<file path="config.mk">
export PLATFORM = sky130hd
export DESIGN_NAME = circular_fifo_queue
export DESIGN_NICKNAME = d
export VERILOG_FILES = /design/src/hw/rtl/cfq_pkg.sv /design/src/hw/rtl/circular_fifo_queue.sv
export SDC_FILE = /design/constraint.sdc
export NUM_CORES = 1
export LEC_CHECK = 0
export BUFFER_PORTS_ARGS = -buffer_cell sky130_fd_sc_hd__buf_4
export CAP_MARGIN = 5
export CORE_MARGIN = 2
export CORE_UTILIZATION = 45
export DETAILED_ROUTE_END_ITERATION = 8
export SLEW_MARGIN = 20
export SYNTH_ARGS = -nofsm -noshare
export SYNTH_HDL_FRONTEND = slang
export SYNTH_SLANG_ARGS = --single-unit
</file>
<file path="constraint.sdc">
create_clock -name clk -period 15.49 [get_ports clk]
set_input_delay 4.647 -clock clk [delete_from_list [all_inputs] [get_ports clk]]
set_output_delay 4.647 -clock clk [all_outputs]
set_load 0.005 [all_outputs]
</file>
<file path="src/hw/rtl/cfq_pkg.sv">
// Package for the circular FIFO queue: sizes, opcode, status and FSM state
// types, plus capacity clamp and ring index step helpers.
// No dependencies.
`default_nettype none

package cfq_pkg;

	localparam int DEPTH       = 16;
	localparam int DATA_W      = 32;
	localparam int TOT_W       = 32;
	localparam int CAP_W       = 5;
	localparam int IDX_W       = $clog2(DEPTH);
	localparam int CNT_W       = $clog2(DEPTH + 1);
	localparam int IN_TDATA_W  = ((DATA_W + 7) / 8) * 8;
	localparam int OUT_BITS    = DATA_W + CNT_W + 2 * TOT_W;
	localparam int OUT_TDATA_W = ((OUT_BITS + 7) / 8) * 8;
	localparam int OP_W        = 2;
	localparam int STAT_W      = 2;
	localparam int OUT_TUSER_W = STAT_W + 1;

	localparam logic [CAP_W-1:0] CAP_RESET = CAP_W'(16);

	typedef enum logic [OP_W-1:0] {
		OP_PUT   = 2'd0,
		OP_POP   = 2'd1,
		OP_PEEK  = 2'd2,
		OP_PURGE = 2'd3
	} op_t;

	typedef enum logic [STAT_W-1:0] {
		STAT_OK    = 2'd0,
		STAT_FULL  = 2'd1,
		STAT_EMPTY = 2'd2
	} status_t;

	typedef enum logic [1:0] {
		S_IDLE,
		S_POP,
		S_PEEK,
		S_PURGE
	} fsm_state_t;

	// register value 0 acts as 1, anything above the storage depth as the depth
	function automatic logic [CNT_W-1:0] eff_cap(input logic [CAP_W-1:0] cap);
		logic [CNT_W-1:0] r;
		if (cap == '0)
			r = CNT_W'(1);
		else if (int'(cap) > DEPTH)
			r = CNT_W'(DEPTH);
		else
			r = CNT_W'(cap);
		return r;
	endfunction

	// one slot forward, wrapping to zero at or past the capacity in use
	function automatic logic [IDX_W-1:0] step_idx(input logic [IDX_W-1:0] idx,
		input logic [CNT_W-1:0] cap);
		logic [CNT_W:0]   nxt;
		logic [IDX_W-1:0] r;
		nxt = (CNT_W+1)'(idx) + (CNT_W+1)'(1);
		if (nxt >= (CNT_W+1)'(cap))
			r = '0;
		else
			r = nxt[IDX_W-1:0];
		return r;
	endfunction

endpackage

`default_nettype wire

</file>
<file path="src/hw/rtl/circular_fifo_queue.sv">
// Circular FIFO queue top level: ring storage in a synchronous RAM, pointer
// and total registers, request FSM and the registered result stage.
// Depends on cfq_pkg.
//
// Channel   Dir  Handshake                    Content
// s_axis    in   s_axis_tvalid/s_axis_tready  tuser opcode, tdata item_data
// m_axis    out  m_axis_tvalid/m_axis_tready  tuser status/valid, tdata data,
//                                             count, totals; tlast = last
// cfg       in   cfg_we                       capacity_in_use
//
// Put, and any failed or empty-queue request: the result register is loaded in the accepting cycle.
// Pop: the entry RAM read is registered, and the result is loaded from it in S_POP.
// Peek of N entries: one RAM read per entry, each result loaded in S_PEEK.
// Purge: the accepting cycle and then a zeroing sweep of the entry RAM one slot per
// cycle; the result is loaded at the last slot once the result register is free.
// A request is taken only while the FSM is idle and the result register is
// free or being emptied; a stalled result holds and blocks further requests.
// Reset clears pointers, count and totals; RAM contents are kept.
`default_nettype none

module circular_fifo_queue
	import cfq_pkg::*;
(
	input  wire logic                   clk,
	input  wire logic                   arst_n,
	input  wire logic                   s_axis_tvalid,
	output logic                        s_axis_tready,
	input  wire logic [IN_TDATA_W-1:0]  s_axis_tdata,  // item_data
	input  wire logic [OP_W-1:0]        s_axis_tuser,  // opcode
	output logic                        m_axis_tvalid,
	input  wire logic                   m_axis_tready,
	output logic [OUT_TDATA_W-1:0]      m_axis_tdata,  // out_data, out_count, total_put,
	                                                   // total_popped, zero pad
	output logic [OUT_TUSER_W-1:0]      m_axis_tuser,  // status, data_valid
	output logic                        m_axis_tlast,
	input  wire logic                   cfg_we,
	input  wire logic [CAP_W-1:0]       cfg_wdata
);

	fsm_state_t state_q, state_d;

	logic [IDX_W-1:0] head_q, head_d, tail_q, tail_d;
	logic [CNT_W-1:0] count_q, count_d;
	logic [TOT_W-1:0] put_tot_q, put_tot_d, pop_tot_q, pop_tot_d;
	logic [CAP_W-1:0] cap_q;
	logic [IDX_W-1:0] walk_q, walk_d, sweep_q, sweep_d;
	logic [CNT_W-1:0] remain_q, remain_d;

	logic [DATA_W-1:0] mem [DEPTH];
	logic [DATA_W-1:0] rdata_s1;
	logic              re, we;
	logic [IDX_W-1:0]  raddr, waddr;
	logic [DATA_W-1:0] wdata;

	logic              out_valid_q, out_dvalid_q, out_last_q;
	status_t           out_status_q;
	logic [DATA_W-1:0] out_data_q;
	logic [CNT_W-1:0]  out_count_q;
	logic [TOT_W-1:0]  out_tput_q, out_tpop_q;

	logic              ld, ld_dvalid, ld_last;
	status_t           ld_status;
	logic [DATA_W-1:0] ld_data;

	logic             in_acc, out_free, full, empty;
	logic [CNT_W-1:0] cap_eff;
	op_t              op;

	assign in_acc   = s_axis_tvalid && s_axis_tready;
	assign out_free = !out_valid_q || m_axis_tready;
	assign cap_eff  = eff_cap(cap_q);
	assign full     = count_q >= cap_eff;
	assign empty    = count_q == '0;
	assign op       = op_t'(s_axis_tuser);

	// next state
	always_comb begin
		state_d = state_q;
		unique case (state_q)
			S_IDLE: begin
				if (in_acc) begin
					unique case (op)
						OP_PUT:   state_d = S_IDLE;
						OP_POP:   state_d = empty ? S_IDLE : S_POP;
						OP_PEEK:  state_d = empty ? S_IDLE : S_PEEK;
						OP_PURGE: state_d = S_PURGE;
					endcase
				end
			end
			S_POP: begin
				if (out_free)
					state_d = S_IDLE;
			end
			S_PEEK: begin
				if (out_free && remain_q == CNT_W'(1))
					state_d = S_IDLE;
			end
			S_PURGE: begin
				if (sweep_q == IDX_W'(DEPTH - 1) && out_free)
					state_d = S_IDLE;
			end
		endcase
	end

	// datapath control
	always_comb begin
		s_axis_tready = (state_q == S_IDLE) && out_free;
		re        = 1'b0;
		raddr     = head_q;
		we        = 1'b0;
		waddr     = tail_q;
		wdata     = s_axis_tdata[DATA_W-1:0];
		ld        = 1'b0;
		ld_status = STAT_OK;
		ld_data   = '0;
		ld_dvalid = 1'b0;
		ld_last   = 1'b1;
		head_d    = head_q;
		tail_d    = tail_q;
		count_d   = count_q;
		put_tot_d = put_tot_q;
		pop_tot_d = pop_tot_q;
		walk_d    = walk_q;
		remain_d  = remain_q;
		sweep_d   = sweep_q;
		unique case (state_q)
			S_IDLE: begin
				if (in_acc) begin
					unique case (op)
						OP_PUT: begin
							ld = 1'b1;
							if (full) begin
								ld_status = STAT_FULL;
							end else begin
								we        = 1'b1;
								tail_d    = step_idx(tail_q, cap_eff);
								count_d   = count_q + CNT_W'(1);
								put_tot_d = put_tot_q + TOT_W'(1);
							end
						end
						OP_POP: begin
							if (empty) begin
								ld        = 1'b1;
								ld_status = STAT_EMPTY;
							end else begin
								// read-first RAM: old entry comes back, slot is zeroed
								re        = 1'b1;
								we        = 1'b1;
								waddr     = head_q;
								wdata     = '0;
								count_d   = count_q - CNT_W'(1);
								pop_tot_d = pop_tot_q + TOT_W'(1);
								if (count_q == CNT_W'(1)) begin
									head_d = '0;
									tail_d = '0;
								end else begin
									head_d = step_idx(head_q, cap_eff);
								end
							end
						end
						OP_PEEK: begin
							if (empty) begin
								ld = 1'b1;
							end else begin
								re       = 1'b1;
								walk_d   = step_idx(head_q, cap_eff);
								remain_d = count_q;
							end
						end
						OP_PURGE: begin
							head_d  = '0;
							tail_d  = '0;
							count_d = '0;
							sweep_d = '0;
						end
					endcase
				end
			end
			S_POP: begin
				if (out_free) begin
					ld        = 1'b1;
					ld_data   = rdata_s1;
					ld_dvalid = 1'b1;
				end
			end
			S_PEEK: begin
				if (out_free) begin
					ld        = 1'b1;
					ld_data   = rdata_s1;
					ld_dvalid = 1'b1;
					ld_last   = remain_q == CNT_W'(1);
					if (remain_q != CNT_W'(1)) begin
						re       = 1'b1;
						raddr    = walk_q;
						walk_d   = step_idx(walk_q, cap_eff);
						remain_d = remain_q - CNT_W'(1);
					end
				end
			end
			S_PURGE: begin
				we    = 1'b1;
				waddr = sweep_q;
				wdata = '0;
				if (sweep_q != IDX_W'(DEPTH - 1))
					sweep_d = sweep_q + IDX_W'(1);
				else if (out_free)
					ld = 1'b1;
			end
		endcase
	end

	always_ff @(posedge clk or negedge arst_n) begin
		if (!arst_n) begin
			state_q   <= S_IDLE;
			head_q    <= '0;
			tail_q    <= '0;
			count_q   <= '0;
			put_tot_q <= '0;
			pop_tot_q <= '0;
			cap_q     <= CAP_RESET;
			walk_q    <= '0;
			remain_q  <= '0;
			sweep_q   <= '0;
		end else begin
			state_q   <= state_d;
			head_q    <= head_d;
			tail_q    <= tail_d;
			count_q   <= count_d;
			put_tot_q <= put_tot_d;
			pop_tot_q <= pop_tot_d;
			walk_q    <= walk_d;
			remain_q  <= remain_d;
			sweep_q   <= sweep_d;
			if (cfg_we)
				cap_q <= cfg_wdata;
		end
	end

	// entry RAM, one write and one registered read port
	always_ff @(posedge clk) begin
		if (we)
			mem[waddr] <= wdata;
		if (re)
			rdata_s1 <= mem[raddr];
	end

	// result register
	always_ff @(posedge clk or negedge arst_n) begin
		if (!arst_n)
			out_valid_q <= 1'b0;
		else if (ld)
			out_valid_q <= 1'b1;
		else if (m_axis_tready)
			out_valid_q <= 1'b0;
	end

	always_ff @(posedge clk) begin
		if (ld) begin
			out_status_q <= ld_status;
			out_data_q   <= ld_data;
			out_dvalid_q <= ld_dvalid;
			out_last_q   <= ld_last;
			out_count_q  <= count_d;
			out_tput_q   <= put_tot_d;
			out_tpop_q   <= pop_tot_d;
		end
	end

	assign m_axis_tvalid = out_valid_q;
	assign m_axis_tdata  = OUT_TDATA_W'({out_tpop_q, out_tput_q, out_count_q, out_data_q});
	assign m_axis_tuser  = {out_dvalid_q, out_status_q};
	assign m_axis_tlast  = out_last_q;

	a_count_bound: assert property (@(posedge clk) disable iff (!arst_n)
		int'(count_q) <= DEPTH)
		else $error("entry count above storage depth");

	a_drained_ptrs: assert property (@(posedge clk) disable iff (!arst_n)
		count_q == '0 |-> head_q == '0 && tail_q == '0)
		else $error("empty queue with non-zero ring pointers");

	a_accept_free: assert property (@(posedge clk) disable iff (!arst_n)
		in_acc |-> out_free)
		else $error("request taken while result register is blocked");

	a_peek_remain: assert property (@(posedge clk) disable iff (!arst_n)
		state_q == S_PEEK |-> remain_q != '0)
		else $error("peek walk with nothing left to emit");

	a_fail_nodata: assert property (@(posedge clk) disable iff (!arst_n)
		out_valid_q && out_status_q != STAT_OK |-> !out_dvalid_q && out_last_q)
		else $error("failed request result carries data or misses last");

endmodule

`default_nettype wire
</file>
==> run_results.csv, run 1 <==
group,metric,value,unit
setup_path,slowest_stage,"nor2b_1",
placed_design,port_buffers,150,
clock_network,clkSinkCount,747,
global_route,grt_max_degree,93,
setup_path,critPathMaxFanout,3,
clock_network,cts_tree,"done",
outcome,status,"complete, no violations",
sta,finalHoldViolCount,0,
setup_path,worstPathCellList,"buf_4, nor2b_1, nor2_1, buf_4",
floorplan,num_rows,102,
routing,drt-total-wl,101800,um
sta,grt_setup_unrepaired,"no",
setup_path,endpoint_kind,"output pin",
routing,first_iter_violations,2340,
logic_synthesis,ys_seq_area_share,62.59,%
setup_path,required,10.84,ns
routing,ant_nets,0,
routing,routed_via_density,6.221,
placed_design,place_hpwl,57160,um
clock_network,cts_inserted_buffers,79,
sta,setup_viol,0,
floorplan,core_region_area,77340,um^2
layout,layout-drive-gt1-share,15.17,%
sta,final.min_clock_period,9.819,ns
pwr,leakagePower,14.02,nW
sta,hold_slack,0.4612,ns
clock_network,clock_latency,0.65,ns
logic_synthesis,ys_async_sr_fraction,13.12,%
global_route,grt_overflow,0,
logic_synthesis,synth_area,35060,um^2
run,cap_violations,0,
routing,wl_per_cell,25.46,um
clock_network,cts_setup_buffers,0,
sta,max_slew.worst_pin.slew,1.173,ns
logic_synthesis,synth_cells,2820,
setup_path,worst-setup-path-type,"input port to output pin",
floorplan,die_x,283.1,um
sta,fin_crit_sh,63.39,%
setup_path,slowest_delay,0.20,ns
floorplan,die-area,80160,um^2
sta,slew_headroom,21.66,%
global_route,grt_usage,24.79,%
setup_path,cp.arrival,5.17,ns
sta,fmaxAchievable,0.1018,GHz
logic_synthesis,syn_avg_cell_area,12.43,um^2
routing,drt-pass1-iter-count,6,
floorplan,fp.dieH,283.1,um
global_route,grt_pass1_vias,24933,
sta,finClkSkew,0.03823,ns
pwr,vdd_drop_max,109.3,uV
layout,syn_to_final_growth,13.26,%
clock_network,hold_buffers,0,
clock_network,ctsLongestPathBuffers,3,
setup_path,startpoint_type,"input port",
pwr,power_density,192.3,nW/um^2
clock_network,h-tree-depth,3,
placed_design,routabilityCongestion,0.8343,
min_path,hold_path_class,"flip-flop to flip-flop",
global_route,grt_antenna_before_repair,7,
logic_synthesis,ys_ff_latch,747,
setup_path,cp_common_cell,"buf_4",
sta,slew_violations,0,
min_path,min_path_cells,1,
clock_network,postCtsResizedCells,0,
floorplan,initial_core_util,45.33,%
routing,via_count,24884,
layout,final_nets,2976,
clock_network,clkTransAtPathRegs,0.06,ns
routing,drc,0,
logic_synthesis,synth-edff-count,649,
clock_network,root_buffer,"clkbuf_16",
global_route,grt_pass1_wl,152000,um
logic_synthesis,yosysWarnings,0,
floorplan,io_pins,154,
logic_synthesis,ys_types,76,
setup_path,reg2regPathDepth,9,
sta,setup_tns,0,ns
logic_synthesis,yosys_most_used_dff,"edfxtp_1",
==> flip-flops by register name, indices dropped and copies added, names as in the netlist, 32 cells and up <==
signal      flops
mem           512
out_data_q     32
out_tpop_q     32
out_tput_q     32
pop_tot_q      32
put_tot_q      32
rdata_s1       32
==> synthesized netlist by cell type (all sizes together), types with 32 or more instances <==
cell	n	area, um^2
edfxtp	649	19490
nand2	264	993.5
a21oi	180	900.9
clkbuf	135	506.7
mux2i	119	1195
nand3	108	540.5
dfrtp	97	2427
o21ai	94	478.0
inv	88	330.3
buf	82	434.2
nor2b	73	456.7
mux2	71	799.5
nor2	71	266.5
a311oi	70	613.1
nand2b	61	381.6
a31oi	48	300.3
and3	47	299.0
xnor2	46	402.9
ha	39	488.0
a21o	36	270.3
o22ai	36	225.2
a211oi	35	267.8
a22oi	35	262.8
a2111oi	34	304.0
a221oi	34	315.3
a311o	32	320.3
nor4	32	206.5
==> worst paths after layout <==
path / startpoint / endpoint / slack, ns
worst max-delay path: m_axis_tready / s_axis_tready / 5.67
worst min-delay path: pop_tot_q[31]$_DFF_PN0_ / pop_tot_q[31]$_DFF_PN0_ / 0.46
worst max register to register: count_q[0]$_DFF_PN0_ / mem[13][17]$_DFFE_PP_ / 10.28
worst min register to register: pop_tot_q[31]$_DFF_PN0_ / pop_tot_q[31]$_DFF_PN0_ / 0.46
max in group asynchronous: arst_n / pop_tot_q[23]$_DFF_PN0_ / 10.28
min in group asynchronous: arst_n / put_tot_q[19]$_DFF_PN0_ / 4.01
==> per-layer routing <==
metal,share of wire (%),global-route usage (%)
met5,0.011,0
met2,48,40.97
met1,41,33.11
met4,2.7,8.188
met3,8.7,4.525
==> logic make-up after synthesis <==
| group | count (synthesis) | share of synthesized area, % |
|---|---|---|
| XOR/XNOR | 69 | 1.724 |
| flip-flops | 747 | 62.59 |
| buffers and inverters | 306 | 3.640 |
| multiplexers | 190 | 5.689 |
| AO/OA/AOI/OAI | 731 | 14.48 |
| adder cells (fa/ha/maj) | 39 | 1.392 |
| other | 1 | 0.01070 |
| AND/OR/NAND/NOR | 737 | 10.48 |
==> per-stage QoR <==
stage,power (mW),setup WS (ns),utilization (%),instances,cell area [um^2]
detailed placement,5.776,5.663,48.08,3852,37190
CTS,7.609,5.664,51.29,3999,39670
global route,7.979,5.623,51.34,3999,39710
finish,7.636,5.671,51.34,4000,39710
global placement,5.679,5.640,48.08,3852,37190
floorplan,4.765,1.710,-,2822,35070
==> worst max-delay path: cells and delay by family <==
| kind | cells | cell delay, ns |
|---|---|---|
| buffers and inverters | 2 | 0.25 |
| and+or+nand+nor | 2 | 0.27 |
==> cell usage in the layout (no fill, tap or decap), types with 21 or more instances in the layout <==
master	netlist	layout
edfxtp_1	649	649
nand2_1	263	263
buf_4	13	207
a21oi_1	180	180
mux2i_1	118	117
nand3_1	108	108
dfrtp_1	97	93
o21ai_0	91	91
inv_1	87	86
clkbuf_16	0	80
mux2_2	71	71
a311oi_1	70	70
nor2_1	71	64
nand2b_1	61	60
nor2b_1	73	54
a31oi_1	48	47
xnor2_1	46	46
and3_1	46	46
ha_1	39	39
a21o_1	36	36
o22ai_1	36	36
a22oi_1	35	35
a211oi_1	34	34
a2111oi_0	33	33
a221oi_1	33	33
a311o_1	32	32
nor4_1	31	30
nand4_1	23	23
xor2_1	23	23
a211o_1	23	23
clkinv_1	0	21
==> power breakdown <==
| group | internal [mW] | switching (mW) | total, mW |
|---|---|---|---|
| Combinational | 0.929 | 1.93 | 2.85 |
| Sequential | 2.70 | 0.250 | 2.95 |
| Clock | 1.03 | 0.798 | 1.83 |
| Total | 4.66 | 2.97 | 7.64 |
==> cell type report <==
cell class	instances	area, um^2
clock inverters	45	375.4
flip-flops and latches	747	21960
multi-input cells	1769	12070
well taps	1040	1301
repair buffers	207	1554
clock buffers	102	2105
fillers	6575	37630
diodes	1	2.502
inverters	89	344.1
Note: power is estimated with default switching activity, not from simulation.
==> run 2: changes to the inputs <==
==> constraint.sdc (replaced) <==
create_clock -name clk -period 10 [get_ports clk]
set_input_delay 3 -clock clk [delete_from_list [all_inputs] [get_ports clk]]
set_output_delay 3 -clock clk [all_outputs]
set_load 0.005 [all_outputs]
==> run_results.csv, run 2 (synthesis gave the netlist of run 1 again) <==
group,metric,value,unit
setup_path,timing.rr.start,"m_axis_tvalid$_DFFE_PN0P_",
clock_network,clkTransAtPathRegs,0.06,ns
sta,setup_tns,0,ns
global_route,grt_antenna_before_repair,3,
layout,final_cell_mix,"649 x edfxtp_1, 263 x nand2_1, 209 x buf_4",
layout,final_cell_count_no_fill,4011,
clock_network,clock_latency,0.65,ns
floorplan,die-area,80160,um^2
layout,final_nets,2985,
sta,fmaxAchievable,0.1406,GHz
routing,drt-total-wl,99250,um
sta,final.min_clock_period,7.111,ns
floorplan,io_pins,154,
global_route,grt_util_met2,37.13,%
pwr,leakagePower,14.14,nW
layout,largest_register_ffs,512,
global_route,grt_pass1_wl,149300,um
global_route,grt_max_degree,144,
layout,largest-register,"mem",
routing,drt-pass1-iter-count,5,
placed_design,routabilityCongestion,0.8472,
global_route,use_met3,5.467,%
run,cap_violations,0,
sta,setup_viol,0,
sta,max_slew.worst_pin.slew,1.118,ns
setup_path,worst-setup-path-type,"input port to flip-flop",
clock_network,cts_setup_buffers,0,
outcome,status,"complete, no violations",
clock_network,h-tree-depth,3,
routing,ant_nets,0,
global_route,met1_usage,34.26,%
setup_path,reg2regPathDepth,8,
global_route,grt_usage,24.13,%
clock_network,ctsLongestPathBuffers,3,
global_route,grt_overflow,0,
layout,syn_to_final_growth,13.80,%
routing,first_iter_violations,2534,
setup_path,ff2ff_setup_slack,4.97,ns
clock_network,clkSinkCount,747,
placed_design,dp.cells,3857,
setup_path,r2r_end,"rdata_s1[5]$_DFFE_PP_",
layout,regArea,21960,um^2
global_route,grt_pass1_vias,24287,
floorplan,initial_core_util,45.33,%
min_path,hold_path_class,"flip-flop to flip-flop",
sta,fin_crit_sh,71.11,%
sta,finalHoldViolCount,0,
sta,slew_headroom,25.50,%
setup_path,critPathMaxFanout,105,
sta,grt_setup_unrepaired,"no",
clock_network,cts_tree,"done",
global_route,grt-busiest-layer,"met2",
floorplan,fp.dieH,283.1,um
setup_path,cp-startpoint,"m_axis_tready",
setup_path,cp.arrival,7.49,ns
placed_design,port_buffers,150,
layout,antenna_cells,0,
routing,drc,0,
floorplan,num_rows,102,
layout,multi_input_area,12070,um^2
setup_path,required,10.37,ns
layout,nFillCells,6650,
routing,routed_via_density,6.186,
sta,slew_violations,0,
routing,via_count,24813,
layout,layout-drive-gt1-share,15.82,%
clock_network,root_buffer,"clkbuf_16",
pwr,power,11.97,mW
setup_path,endpoint_kind,"flip-flop",
routing,wl_per_cell,24.74,um
clock_network,cts_inserted_buffers,83,
pwr,vdd_drop_max,149.4,uV
clock_network,postCtsResizedCells,0,
sta,finClkSkew,0.02396,ns
floorplan,die_x,283.1,um
pwr,power_density,299.9,nW/um^2
placed_design,place_hpwl,58720,um
floorplan,core_region_area,77340,um^2
setup_path,endpoint,"rdata_s1[5]$_DFFE_PP_",
setup_path,startpoint_type,"input port",
layout,final_common_cell,"edfxtp_1",
clock_network,hold_buffers,0,
==> run 2: worst min-delay path by stage <==
stage	startpoint	to	slack, ns	cells past startpoint
4_1_cts	put_tot_q[31]$_DFF_PN0_	put_tot_q[31]$_DFF_PN0_	0.47	1
6_report	put_tot_q[31]$_DFF_PN0_	put_tot_q[31]$_DFF_PN0_	0.46	1
2_1_floorplan	pop_tot_q[31]$_DFF_PN0_	pop_tot_q[31]$_DFF_PN0_	0.43	1
3_5_place_dp	put_tot_q[31]$_DFF_PN0_	put_tot_q[31]$_DFF_PN0_	0.45	1
5_1_grt	pop_tot_q[31]$_DFF_PN0_	pop_tot_q[31]$_DFF_PN0_	0.48	1
3_3_place_gp	put_tot_q[31]$_DFF_PN0_	put_tot_q[31]$_DFF_PN0_	0.45	1
==> run 2: layout make-up <==
class                           instances  area share, %
Inverter                               89         0.8624
Timing Repair Buffer                  212          4.102
Clock inverter                         40         0.6335
Clock buffer                          114          5.858
Sequential cell                       747          55.03
Multi-Input combinational cell       1769          30.25
Tap cell                             1040          3.261
==> run 2: stage by stage <==
stage / util, % / cell area, um^2 / setup WS (ns) / hold slack (ns)
2_1_floorplan: - / 35070 / 1.727 / 0.4325
3_3_place_gp: 48.14 / 37230 / 2.404 / 0.4484
3_5_place_dp: 48.20 / 37280 / 2.267 / 0.4537
4_1_cts: 51.55 / 39870 / 2.953 / 0.4658
5_1_grt: 51.59 / 39900 / 2.546 / 0.4818
6_report: 51.59 / 39900 / 2.889 / 0.4605
==> run 2: worst max-delay path: stages <==
cell and delay, ns:
buf_4 0.10, nand2b_1 0.74, and3_4 1.03, inv_8 0.44, mux2i_4 0.76, buf_4 0.73
o311ai_0 0.29, o2111ai_1 0.18, o311ai_1 0.13
==> run 2: layer usage <==
layer	vias up	part of all wire, %
li1	11011	-
met1	12409	43
met2	1185	45
met3	204	9.5
met4	4	2.6
met5	-	0.029
==> run 2: power by group <==
| group | internal (mW) | switching [mW] |
|---|---|---|
| combinational | 1.49 | 3.07 |
| clock | 1.66 | 1.26 |
| sequential | 4.18 | 0.304 |
